[config.mk]
export PLATFORM = sky130hd
export DESIGN_NAME = hact_ctrl
export DESIGN_NICKNAME = d
export VERILOG_FILES = /design/src/rtl/hact_pkg.sv /design/src/rtl/hact_ctrl.sv
export SDC_FILE = /design/constraint.sdc
export NUM_CORES = 1
export LEC_CHECK = 0
export ABC_AREA = 0
export BUFFER_PORTS_ARGS = -buffer_cell sky130_fd_sc_hd__buf_2
export CORE_MARGIN = 10
export CORE_UTILIZATION = 35
export CTS_CLUSTER_DIAMETER = 50
export DETAILED_ROUTE_END_ITERATION = 8
export HOLD_SLACK_MARGIN = 0.15
export PLACE_DENSITY_LB_ADDON = 0.05
export SLEW_MARGIN = 20
export SYNTH_ARGS = -nofsm -noshare
export SYNTH_HDL_FRONTEND = slang
export SYNTH_SLANG_ARGS = --single-unit
export TNS_END_PERCENT = 30
[constraint.sdc]
create_clock -name clk_i -period 1.6 [get_ports clk_i]
set_clock_uncertainty 0.05 [all_clocks]
set_input_delay 0.32 -clock clk_i [delete_from_list [all_inputs] [get_ports clk_i]]
set_output_delay 0.32 -clock clk_i [all_outputs]
set_load 0.01 [all_outputs]
[src/rtl/hact_pkg.sv]
// hot address count table: shared types, constants and state codes
// no dependencies
package hact_pkg;

  localparam int unsigned AddrWidth = 24;
  localparam int unsigned OpWidth   = 8;
  localparam int unsigned LenWidth  = 2;
  localparam int unsigned OperWidth = 24;
  localparam int unsigned OutCntWidth = 32;
  localparam int unsigned OccWidth  = 11;
  localparam int unsigned RegAddrWidth = 3;

  localparam logic [RegAddrWidth-1:0] RegRecordEnable = 3'd0;
  localparam logic [RegAddrWidth-1:0] RegMaxEntries   = 3'd4;

  // scan modes: search hit, min scan, free scan
  localparam logic [2:0] ModeSearch = 3'd0;
  localparam logic [2:0] ModeMin    = 3'd1;
  localparam logic [2:0] ModeFree   = 3'd2;

  typedef struct packed {
    logic [AddrWidth-1:0] address;
    logic [OpWidth-1:0]   opcode;
    logic [LenWidth-1:0]  operand_len;
    logic [OperWidth-1:0] operand_bytes;
  } hact_in_t;

  typedef struct packed {
    logic                   accepted;
    logic                   was_new;
    logic [OutCntWidth-1:0] exec_count;
    logic [OccWidth-1:0]    evicted;
    logic [OccWidth-1:0]    entries_used;
  } hact_out_t;

  typedef enum logic [3:0] {
    StIdle,
    StSearch,
    StSearchWait,
    StHit,
    StTrimCheck,
    StMinScan,
    StMinWait,
    StEvict,
    StFreeScan,
    StInsert,
    StDone
  } hact_state_e;

  // controller -> datapath
  typedef struct packed {
    logic load_item;
    logic scan_start;
    logic scan_step;
    logic do_hit;
    logic do_evict;
    logic do_insert;
    logic do_idle_result;
  } hact_cmd_t;

  // datapath -> controller
  typedef struct packed {
    logic clearing;
    logic scan_last;
    logic found;
    logic min_found;
    logic free_found;
    logic need_trim;
    logic above_target;
  } hact_sts_t;

endpackage

[src/rtl/hact_ctrl.sv]
// hot address count table: sequencing state machine
// depends on hact_pkg
module hact_ctrl (
  input  logic                clk_i,
  input  logic                rst_ni,
  input  logic                in_valid_i,
  output logic                in_ready_o,
  output logic                out_valid_o,
  input  logic                out_ready_i,
  input  logic                record_enable_i,
  input  hact_pkg::hact_sts_t sts_i,
  output hact_pkg::hact_cmd_t cmd_o,
  output logic [2:0]          mode_o
);
  import hact_pkg::*;

  hact_state_e state_q, state_d;
  logic        out_valid_q, out_valid_d;

  always_ff @(posedge clk_i or negedge rst_ni) begin
    if (!rst_ni) begin
      state_q     <= StIdle;
      out_valid_q <= 1'b0;
    end else begin
      state_q     <= state_d;
      out_valid_q <= out_valid_d;
    end
  end

  always_comb begin
    state_d     = state_q;
    cmd_o       = '0;
    mode_o      = ModeSearch;
    in_ready_o  = 1'b0;
    out_valid_d = out_valid_q && !out_ready_i;
    unique case (state_q)
      StIdle: begin
        in_ready_o = !sts_i.clearing && (!out_valid_q || out_ready_i);
        if (in_valid_i && in_ready_o) begin
          cmd_o.load_item = 1'b1;
          if (record_enable_i) begin
            cmd_o.scan_start = 1'b1;
            state_d = StSearch;
          end else begin
            cmd_o.do_idle_result = 1'b1;
            out_valid_d = 1'b1;
          end
        end
      end
      StSearch: begin
        mode_o = ModeSearch;
        cmd_o.scan_step = 1'b1;
        if (sts_i.scan_last) begin
          cmd_o.scan_step = 1'b0;
          state_d = sts_i.found ? StSearchWait : StTrimCheck;
        end
      end
      StSearchWait: state_d = StHit; // read port settles on hit slot
      StHit: begin
        cmd_o.do_hit = 1'b1;
        out_valid_d  = 1'b1;
        state_d      = StIdle;
      end
      StTrimCheck: begin
        if (sts_i.need_trim && sts_i.above_target) begin
          cmd_o.scan_start = 1'b1;
          state_d = StMinScan;
        end else begin
          cmd_o.scan_start = 1'b1;
          state_d = StFreeScan;
        end
      end
      StMinScan: begin
        mode_o = ModeMin;
        cmd_o.scan_step = 1'b1;
        if (sts_i.scan_last) begin
          cmd_o.scan_step = 1'b0;
          state_d = StEvict;
        end
      end
      StEvict: begin
        cmd_o.do_evict = sts_i.min_found;
        state_d = StMinWait;
      end
      StMinWait: begin
        cmd_o.scan_start = 1'b1;
        state_d = sts_i.above_target ? StMinScan : StFreeScan;
      end
      StFreeScan: begin
        mode_o = ModeFree;
        cmd_o.scan_step = 1'b1;
        if (sts_i.scan_last) begin
          cmd_o.scan_step = 1'b0;
          state_d = StInsert;
        end
      end
      StInsert: begin
        cmd_o.do_insert = 1'b1;
        state_d = StDone;
      end
      StDone: begin
        out_valid_d = 1'b1;
        state_d = StIdle;
      end
      default: state_d = StIdle;
    endcase
  end

  assign out_valid_o = out_valid_q;
endmodule

# Word-level counts from Yosys, hierarchy flattened
# Index checks and enable logic that the tools add are counted.
# op_classes
add_sub_neg	0
n_mul	0
n_div	0
magnitude_cmp	0
eq_ne	15
n_shift	0
n_mux	26
bitwise	0
n_reduce_logical	13
# op_table
op	n
$pmux 4 s9	1
$mux 4	7
$eq 4x3->1 const B	4
$mux 1	13
$eq 4x4->1 const B	3
$ne 2x2->1 const B	5
$eq 4x2->1 const B	2
$reduce_and 5->1	1
$eq 4x1->1 const B	1
$logic_and 1x1->1	4
$logic_not 4->1	1
$pmux 1 s2	2
$pmux 2 s2	1
$reduce_or 2->1	2
$logic_not 1->1	3
$mux 3	1
$reduce_or 3->1	1
$mux 2	1
$logic_or 1x1->1	1
# totals
ff_bits	5
latch_bits	0
mem_bits_rw	0
rom_bits	0
inputBits	12
elab_cells	56
n_memories	0

# Longest topological paths before layout
# Gate-level depths: netlist (run 1).
# logic_depth
depth_word	6
mapped_depth	5
mapped_depth_nobuf	5

# Least setup slack after synthesis (run 1)
# No wires, ideal clock.
# synth_path
path_kind	flip-flop to output port
from	register state_q[3]
to	output cmd_o[5] (netlist bit)
t_arrival_ns	1.168
slack_ns	0.062
path_stages_with_launch	6
path_buffers	1
path_cell_list	dfrtp_1 > buf_6 > nor4_4 > nand3_2 > inv_2 > o2bb2ai_1
# synth_rtl
element	line	text
start, declared	hact_ctrl.sv:17	hact_state_e state_q, state_d;
start signal, assigned	hact_ctrl.sv:22	state_q <= StIdle;
start signal, assigned	hact_ctrl.sv:25	state_q <= state_d;
end, declared	hact_ctrl.sv:12	output hact_pkg::hact_cmd_t cmd_o,

==> results of run 1 <==
-- sequential cells by signal, summed over array words and instances, names as in the netlist --
name / count
state_q: 4
out_valid_o: 1
-- power by group through the flow --
stage	combinational [mW]	sequential, mW	clock, mW
after floorplan	0.444	0.213	0
after global placement	0.634	0.213	0
after detailed placement	0.636	0.213	0
after CTS	0.678	0.212	0.155
after global routing	0.781	0.219	0.164
final	0.717	0.212	0.150
-- layer usage --
metal	GRT usage [%]	vias up
li1	-	274
met1	10.5	249
met2	15.0	20
met3	3.98	2
met4	4.70	0
met5	0	-
-- per-stage QoR --
stage | util, % | instances
finish | 53.8 | 106
global route | 53.8 | 106
CTS | 52.6 | 105
detailed placement | 47.9 | 99
global placement | 47.9 | 99
floorplan | - | 60
-- critical path, stage by stage (launching register included) --
cell	delay, ns
dfrtp_1	0.42
nor4_4	0.32
nand3_2	0.14
inv_2	0.08
o2bb2ai_2	0.09
buf_2	0.14
-- logic make-up after synthesis --
| group | synth area share [%] |
|---|---|
| mux | 2.05 |
| other cells | 0.767 |
| flops | 25.6 |
| xor+xnor | 1.79 |
| simple gates | 35.3 |
| compound gates | 22.8 |
| buf+inv | 11.8 |
-- repair_timing --
| action | 4_1_cts | 5_1_grt |
|---|---|---|
| endpoints found under the setup margin | 9 | 10 |
| buffers inserted | 1 | 1 |
| pin swaps | 2 | 1 |
| resized for setup | 4 | 2 |
| hold endpoints to repair | 5 | 0 |
| hold buffers | 1 | 0 |
-- synth_stat cells (all sizes together) (2+ instances only) --
cell type / n
a21oi: 6
buf: 5
dfrtp: 5
inv: 4
nand2: 2
nand3: 2
nor2: 9
nor3: 2
o21ai: 4
-- cell usage in the layout, fill, tap and decap left out, types with 2 or more instances in the layout --
cell type | synthesis | routed
nand2_1 | 2 | 2
buf_2 | 1 | 20
dfrtp_1 | 5 | 5
inv_1 | 2 | 2
o21ai_0 | 3 | 3
inv_2 | 2 | 2
clkbuf_4 | 0 | 3
nor2_1 | 9 | 9
a21oi_1 | 5 | 5
buf_4 | 2 | 10
-- how the worst min path moves through the flow --
stage	from	slack [ns]	to	cells after the start
finish	record_enable_i	0.27	out_valid_o$_DFF_PN0_	2
global placement	rst_ni	0.09	out_valid_o$_DFF_PN0_	1
CTS	record_enable_i	0.26	out_valid_o$_DFF_PN0_	2
floorplan	rst_ni	-0.03	out_valid_o$_DFF_PN0_	0
global route	record_enable_i	0.29	out_valid_o$_DFF_PN0_	2
detailed placement	rst_ni	0.09	out_valid_o$_DFF_PN0_	1
-- area by class of cell --
type / instances / area, um2 / area share [%]
inverter: 4 / 15.0 / 2.12
tap: 15 / 18.8 / 2.65
timing repair buffer: 32 / 196 / 27.7
clock buffer: 4 / 26.3 / 3.70
multi-input combinational: 46 / 328 / 46.2
sequential: 5 / 125 / 17.6
==> impl_metrics.py, run 1 <==
metrics = {
    "run_status": {
        "outcome": "finished, violations left",
        "violations": "setup timing",
    },
    "yosys": {
        "synthTopCellsByArea": "dfrtp_1 26%, nor2_1 6.9%, a21oi_1 5.1%",
        "synth.top_cell.area_share_pct": 25.6,
        "synth_seq_area_share_pct": 25.6,
        "synth_top_area_cell": "dfrtp_1",
        "synthArstFlopShare_pct": 100,
        "synth_fp_nets": 72,
        "synth_ff_type": "dfrtp_1",
        "synth_warnings": 0,
        "ys_types": 37,
        "synth_edf_count": 0,
        "synthCells": 60,
        "syn_area_um2": 489,
        "syn_area_per_cell_um2": 8.15,
        "ys_seq_elements": 5,
    },
    "pwr": {
        "ir_drop_v": 0.000760,
        "seqPwrFrac_pct": 19.7,
        "intPower_uw": 611,
        "power.density_nw_per_um2": 1520,
        "swShare_pct": 43.3,
        "leakagePower_nw": 0.354,
        "p_switching_uw": 468,
        "p_clk_share_pct": 13.9,
        "comb_power_share_pct": 66.4,
        "p_total_mw": 1.08,
    },
    "clock_network": {
        "cts.clk_slew.worst_paths_ns": 0.05,
        "cts_tree": "done",
        "numCtsBuffers": 3,
        "ctsRootBufferMaster": "clkbuf_4",
        "insertion_delay_ns": 0.24,
        "clk_path_buf_depth": 2,
        "cts_num_sinks": 5,
        "htree_levels": 1,
    },
    "setup_path": {
        "reg2reg_from": "state_q[0]$_DFFE_PN0P_",
        "cp-end-kind": "primary output",
        "crit_type": "flip-flop to primary output",
        "crit_path_start_kind": "flip-flop",
        "worstPathArrival_ns": 1.44,
        "ff2ff_path_depth": 5,
        "crit_path_max_fanout": 4,
        "cp-startpoint": "state_q[3]$_DFFE_PN0P_",
        "crit_required_ns": 1.23,
        "crit_path_end": "cmd_o[5]",
        "r2r-end": "state_q[0]$_DFFE_PN0P_",
        "rrSetupSlack_ns": 0.09,
    },
    "routing": {
        "dr_wl_met3_um": 102,
        "top_layer_used": "met4",
        "ant_nets": 0,
        "drc": 0,
        "wl_met2_um": 718,
        "finalWirelength_um": 1510,
        "met1Wirelength_um": 676,
        "vias": 545,
        "viasPerCell": 5.14,
        "wl_per_cell_um": 14.2,
        "drt_first_iter_violations": 12,
        "first_pass_iters": 4,
    },
    "sta": {
        "tns_ns": -1.11,
        "min_period_ns": 1.81,
        "timing.final.crit_share_pct": 113,
        "finalHoldViolations": 0,
        "setup_violations": 9,
        "fmax_mhz": 553,
        "rsz0062_at_grt": "yes",
        "whs_ns": 0.267,
        "slew_viol_final": 0,
        "setup_ws_ns": -0.207,
    },
    "floorplanning": {
        "initial_core_util_pct": 37.1,
        "core-area_um2": 1320,
        "rows": 13,
        "pin_count": 24,
        "design.die.area_um2": 3290,
        "die_x_um": 57.4,
        "die_height_um": 57.4,
    },
    "finish": {
        "drive_gt1_share_pct": 49.5,
        "fin_area_um2": 709,
        "area.growth.synth_to_final_pct": 45.0,
        "nets": 104,
        "fillers": 141,
        "diodes": 0,
    },
    "grt": {
        "grt_first_pass_wirelength_um": 2590,
        "overflow": 0,
        "antenna_found_initial": 0,
        "grt_start_max_net_pins": 13,
        "grt_pass1_vias": 616,
        "grtUsageTotal_pct": 9.44,
    },
    "place": {
        "dpl_cell_area_um2": 631,
        "gp_congestion": 0.764,
        "post-dp-hpwl_um": 1140,
        "place_ws_ns": 0.0446,
        "port_buffers": 21,
    },
    "min_path": {
        "hold_path_class": "primary input to flip-flop",
    },
    "job": {
        "maxCapViolations": 0,
    },
}
Power figures use the tool's default switching activity.
==> inputs of run 2 (changes only) <==
--- a/config.mk
+++ b/config.mk
@@ -13,6 +13,7 @@
 export DETAILED_ROUTE_END_ITERATION = 8
 export HOLD_SLACK_MARGIN = 0.15
 export PLACE_DENSITY_LB_ADDON = 0.05
+export REMOVE_ABC_BUFFERS = 1
 export SLEW_MARGIN = 20
 export SYNTH_ARGS = -nofsm -noshare
 export SYNTH_HDL_FRONTEND = slang
==> impl_metrics.py, run 2 (same netlist as run 1, synthesis figures left out) <==
metrics = {
    "min_path": {
        "hold_path_class": "primary input to flip-flop",
    },
    "clock_network": {
        "cts_num_sinks": 5,
        "insertion_delay_ns": 0.24,
        "htree_levels": 1,
        "cts.clk_slew.worst_paths_ns": 0.05,
        "clk_path_buf_depth": 2,
        "ctsRootBufferMaster": "clkbuf_4",
        "cts_tree": "done",
        "numCtsBuffers": 3,
    },
    "routing": {
        "viasPerCell": 5.00,
        "drc": 0,
        "finalWirelength_um": 1520,
        "ant_nets": 0,
        "wl_per_cell_um": 13.7,
        "first_pass_iters": 3,
        "drt_first_iter_violations": 8,
        "vias": 555,
    },
    "sta": {
        "slew_viol_final": 0,
        "finalHoldViolations": 0,
        "whs_ns": 0.269,
        "timing.final.crit_share_pct": 112,
        "setup_ws_ns": -0.193,
        "tns_ns": -1.19,
        "fmax_mhz": 558,
        "min_period_ns": 1.79,
        "rsz0062_at_grt": "yes",
        "setup_violations": 10,
    },
    "floorplanning": {
        "die_x_um": 57.4,
        "initial_core_util_pct": 37.1,
        "die_height_um": 57.4,
        "rows": 13,
        "core-area_um2": 1320,
        "design.die.area_um2": 3290,
        "pin_count": 24,
    },
    "pwr": {
        "power.density_nw_per_um2": 1440,
        "leakagePower_nw": 0.381,
        "ir_drop_v": 0.00103,
    },
    "setup_path": {
        "cp-end-kind": "primary output",
        "crit_type": "flip-flop to primary output",
        "crit_required_ns": 1.23,
        "crit_path_start_kind": "flip-flop",
        "crit_path_max_fanout": 4,
        "worstPathArrival_ns": 1.42,
    },
    "grt": {
        "grtUsageTotal_pct": 9.05,
        "overflow": 0,
        "grt_start_max_net_pins": 13,
        "grt_first_pass_wirelength_um": 2490,
        "grt_pass1_vias": 594,
        "antenna_found_initial": 0,
    },
    "place": {
        "post-dp-hpwl_um": 1110,
        "gp_congestion": 0.816,
        "port_buffers": 21,
        "dpl_cell_area_um2": 623,
    },
    "finish": {
        "multi_input_area_um2": 335,
        "final_common_cell": "buf_2",
        "seq_area_um2": 129,
        "drive_gt1_share_pct": 57.3,
        "nets": 109,
        "final_cell_mix": "20 x buf_2, 12 x buf_4, 7 x nor2_1",
        "largest_register_ffs": 4,
        "diodes": 0,
        "area.growth.synth_to_final_pct": 57.3,
        "fillers": 131,
        "fin_area_um2": 769,
        "largest-register": "state_q",
    },
    "run_status": {
        "violations": "setup timing",
        "outcome": "finished, violations left",
    },
    "job": {
        "maxCapViolations": 0,
    },
}
-- run 2: changes by cell type in the layout (fill, tap and decap cells not counted), moves of 2 or more --
cell     before  now
dfrtp_2       0    3
nor2_2        0    2
nor2_1        9    7
buf_6         1    4
buf_4        10   12
dfrtp_1       5    2
-- run 2: worst max-delay path: stages, from the launching register on --
cell       delay [ns]
dfrtp_2          0.43
nor4_4           0.31
nand3_2          0.14
inv_2            0.08
o2bb2ai_2        0.09
buf_2            0.14
-- run 2: worst paths after layout --
| check | slack, ns | end | start | cells past startpoint |
|---|---|---|---|---|
| worst max-delay path | -0.19 | cmd_o[5] | state_q[2]$_DFFE_PN0P_ | 5 |
| worst min-delay path | 0.27 | out_valid_o$_DFF_PN0_ | record_enable_i | 2 |
| worst max register to register | 0.07 | state_q[0]$_DFFE_PN0P_ | state_q[3]$_DFFE_PN0P_ | 6 |
| worst min register to register | 0.63 | state_q[2]$_DFFE_PN0P_ | state_q[3]$_DFFE_PN0P_ | 3 |
| max in group asynchronous | 0.96 | state_q[2]$_DFFE_PN0P_ | rst_ni | 2 |
| min in group asynchronous | 0.39 | out_valid_o$_DFF_PN0_ | rst_ni | 2 |
-- run 2: stage by stage --
stage / setup WS, ns / power (mW) / util [%] / cells
detailed placement: 0.0246 / 0.846 / 47.3 / 98
global placement: 0.0196 / 0.847 / 47.3 / 98
global route: -0.277 / 1.20 / 58.4 / 111
finish: -0.193 / 1.11 / 58.4 / 111
CTS: -0.203 / 1.06 / 54.8 / 108
floorplan: 0.0279 / 0.598 / - / 55
-- run 2: layer usage --
layer,wire (um),global-route usage (%),vias to the layer above
met3,116,4.65,2
li1,-,-,284
met2,712,14.7,18
met4,6,2.01,0
met5,0,0,-
met1,681,10.2,251
-- run 2: layout make-up --
class                   instances  share of cell area (%)
clock buffers                   4                    3.41
inverters                       4                    1.95
flip-flops and latches          5                    16.7
multi-input cells              46                    43.6
repair buffers                 37                    31.9
well taps                      15                    2.44
-- run 2: repair_timing --
| action | CTS | global route |
|---|---|---|
| pin swaps | 4 | 2 |
| endpoints found under the setup margin | 10 | 10 |
| gates resized for setup | 7 | 8 |
| endpoints found under the hold margin | 5 | 0 |
| buffers inserted | 5 | 3 |
| hold buffers | 1 | 0 |
-- run 2: power by group --
| group | internal [mW] | total, mW | switching [mW] |
|---|---|---|---|
| Clock | 0.0941 | 0.144 | 0.0495 |
| Combinational | 0.374 | 0.744 | 0.370 |
| Sequential | 0.170 | 0.219 | 0.0484 |
==> inputs of run 3 (changes only) <==
--- a/config.mk
+++ b/config.mk
@@ -13,7 +13,7 @@
 export DETAILED_ROUTE_END_ITERATION = 8
 export HOLD_SLACK_MARGIN = 0.15
 export PLACE_DENSITY_LB_ADDON = 0.05
-export REMOVE_ABC_BUFFERS = 1
+export SKIP_CTS_REPAIR_TIMING = 1
 export SLEW_MARGIN = 20
 export SYNTH_ARGS = -nofsm -noshare
 export SYNTH_HDL_FRONTEND = slang
==> impl_metrics.py, run 3 (same netlist as run 1, synthesis figures left out) <==
metrics = {
    "clock_network": {
        "cts_tree": "done",
        "numCtsBuffers": 3,
        "cts.clk_slew.worst_paths_ns": 0.05,
        "htree_levels": 1,
        "insertion_delay_ns": 0.25,
        "cts_num_sinks": 5,
        "clk_path_buf_depth": 2,
        "ctsRootBufferMaster": "clkbuf_4",
    },
    "setup_path": {
        "ff2ff_path_depth": 5,
        "crit_path_max_fanout": 4,
        "crit_required_ns": 1.23,
        "worstPathArrival_ns": 1.44,
        "rrSetupSlack_ns": 0.09,
        "crit_type": "flip-flop to primary output",
        "r2r-end": "state_q[0]$_DFFE_PN0P_",
        "reg2reg_from": "state_q[0]$_DFFE_PN0P_",
        "crit_path_start_kind": "flip-flop",
        "cp-startpoint": "state_q[3]$_DFFE_PN0P_",
        "cp-end-kind": "primary output",
    },
    "routing": {
        "vias": 545,
        "ant_nets": 0,
        "viasPerCell": 5.14,
        "drc": 0,
        "drt_first_iter_violations": 8,
        "wl_per_cell_um": 14.7,
        "finalWirelength_um": 1560,
        "first_pass_iters": 4,
    },
    "floorplanning": {
        "die_x_um": 57.4,
        "design.die.area_um2": 3290,
        "pin_count": 24,
        "rows": 13,
        "initial_core_util_pct": 37.1,
        "core-area_um2": 1320,
        "die_height_um": 57.4,
    },
    "place": {
        "port_buffers": 21,
        "post-dp-hpwl_um": 1140,
        "gp_congestion": 0.764,
        "dpl_cell_area_um2": 631,
    },
    "grt": {
        "grt_pass1_vias": 608,
        "grtUsageTotal_pct": 9.35,
        "grt_use_met3_pct": 3.98,
        "overflow": 0,
        "grt_start_max_net_pins": 13,
        "use_met1_pct": 10.7,
        "antenna_found_initial": 0,
        "grt_first_pass_wirelength_um": 2570,
        "grt-busiest-layer": "met2",
        "gr-usage-met2_pct": 14.6,
    },
    "sta": {
        "finalHoldViolations": 0,
        "fmax_mhz": 552,
        "setup_ws_ns": -0.210,
        "slew_viol_final": 0,
        "rsz0062_at_grt": "yes",
        "min_period_ns": 1.81,
        "timing.final.crit_share_pct": 113,
        "setup_violations": 9,
    },
    "finish": {
        "post-route-util_pct": 55.3,
        "fin_area_um2": 728,
        "area.growth.synth_to_final_pct": 48.8,
        "final_common_cell": "buf_2",
        "drive_gt1_share_pct": 56.0,
        "largest-register": "state_q",
        "largest_register_ffs": 4,
        "diodes": 0,
        "fillers": 138,
        "nets": 104,
        "final_cell_mix": "19 x buf_2, 10 x buf_4, 7 x nor2_1",
    },
    "job": {
        "maxCapViolations": 0,
    },
    "min_path": {
        "worstHoldPathCells": 2,
        "hold_path_class": "primary input to flip-flop",
        "hp-start": "record_enable_i",
        "holdPathEnd": "out_valid_o$_DFF_PN0_",
    },
    "run_status": {
        "violations": "setup timing",
        "outcome": "finished, violations left",
    },
    "pwr": {
        "leakagePower_nw": 0.355,
        "ir_drop_v": 0.000775,
        "power.density_nw_per_um2": 1500,
    },
}
==> run 3: cell types whose count changed in the layout (fill, tap and decap cells not counted), sizes merged <==
cell  change
buf       -5
==> run 3: power breakdown <==
group / internal [mW] / switching (mW)
Combinational: 0.346 / 0.380
Clock: 0.0947 / 0.0575
Sequential: 0.169 / 0.0433
Total: 0.610 / 0.481
==> run 3: final cells by class <==
class / instances / area [um2] / share of cell area [%]
tap: 15 / 18.8 / 2.58
multi-input combinational: 46 / 338 / 46.4
inverter: 4 / 15.0 / 2.06
sequential: 5 / 128 / 17.5
timing repair buffer: 32 / 203 / 27.8
clock buffer: 4 / 26.3 / 3.61
==> run 3: worst max-delay path by stage <==
stage	end	cells past startpoint	slack [ns]
finish	cmd_o[5]	5	-0.21
global route	cmd_o[5]	5	-0.33
CTS	cmd_o[5]	5	-0.24
detailed placement	cmd_o[5]	5	0.04
global placement	cmd_o[5]	5	0.05
floorplan	cmd_o[5]	5	0.06
==> run 3: layer usage <==
| metal | part of all wire [%] | vias up |
|---|---|---|
| met1 | 45 | 251 |
| li1 | - | 272 |
| met2 | 47 | 18 |
| met3 | 6.7 | 4 |
| met4 | 1.3 | 0 |
| met5 | 0 | - |
==> run 3: stage by stage <==
stage | worst slack [ns] | total power, mW | std cells | hold WS (ns) | TNS, ns
finish | -0.210 | 1.09 | 106 | 0.260 | -1.07
global route | -0.328 | 1.17 | 106 | 0.286 | -1.85
CTS | -0.237 | 1.01 | 103 | -0.175 | -1.49
detailed placement | 0.0446 | 0.849 | 99 | 0.0881 | 0
global placement | 0.0450 | 0.847 | 99 | 0.0851 | 0
floorplan | 0.0617 | 0.657 | 60 | -0.0256 | 0
==> run 3: worst max-delay path, cell delays in order (launching register included) <==
cell and delay [ns]:
dfrtp_2 0.43, nor4_4 0.30, nand3_2 0.14, inv_2 0.09
o2bb2ai_2 0.09, buf_2 0.14
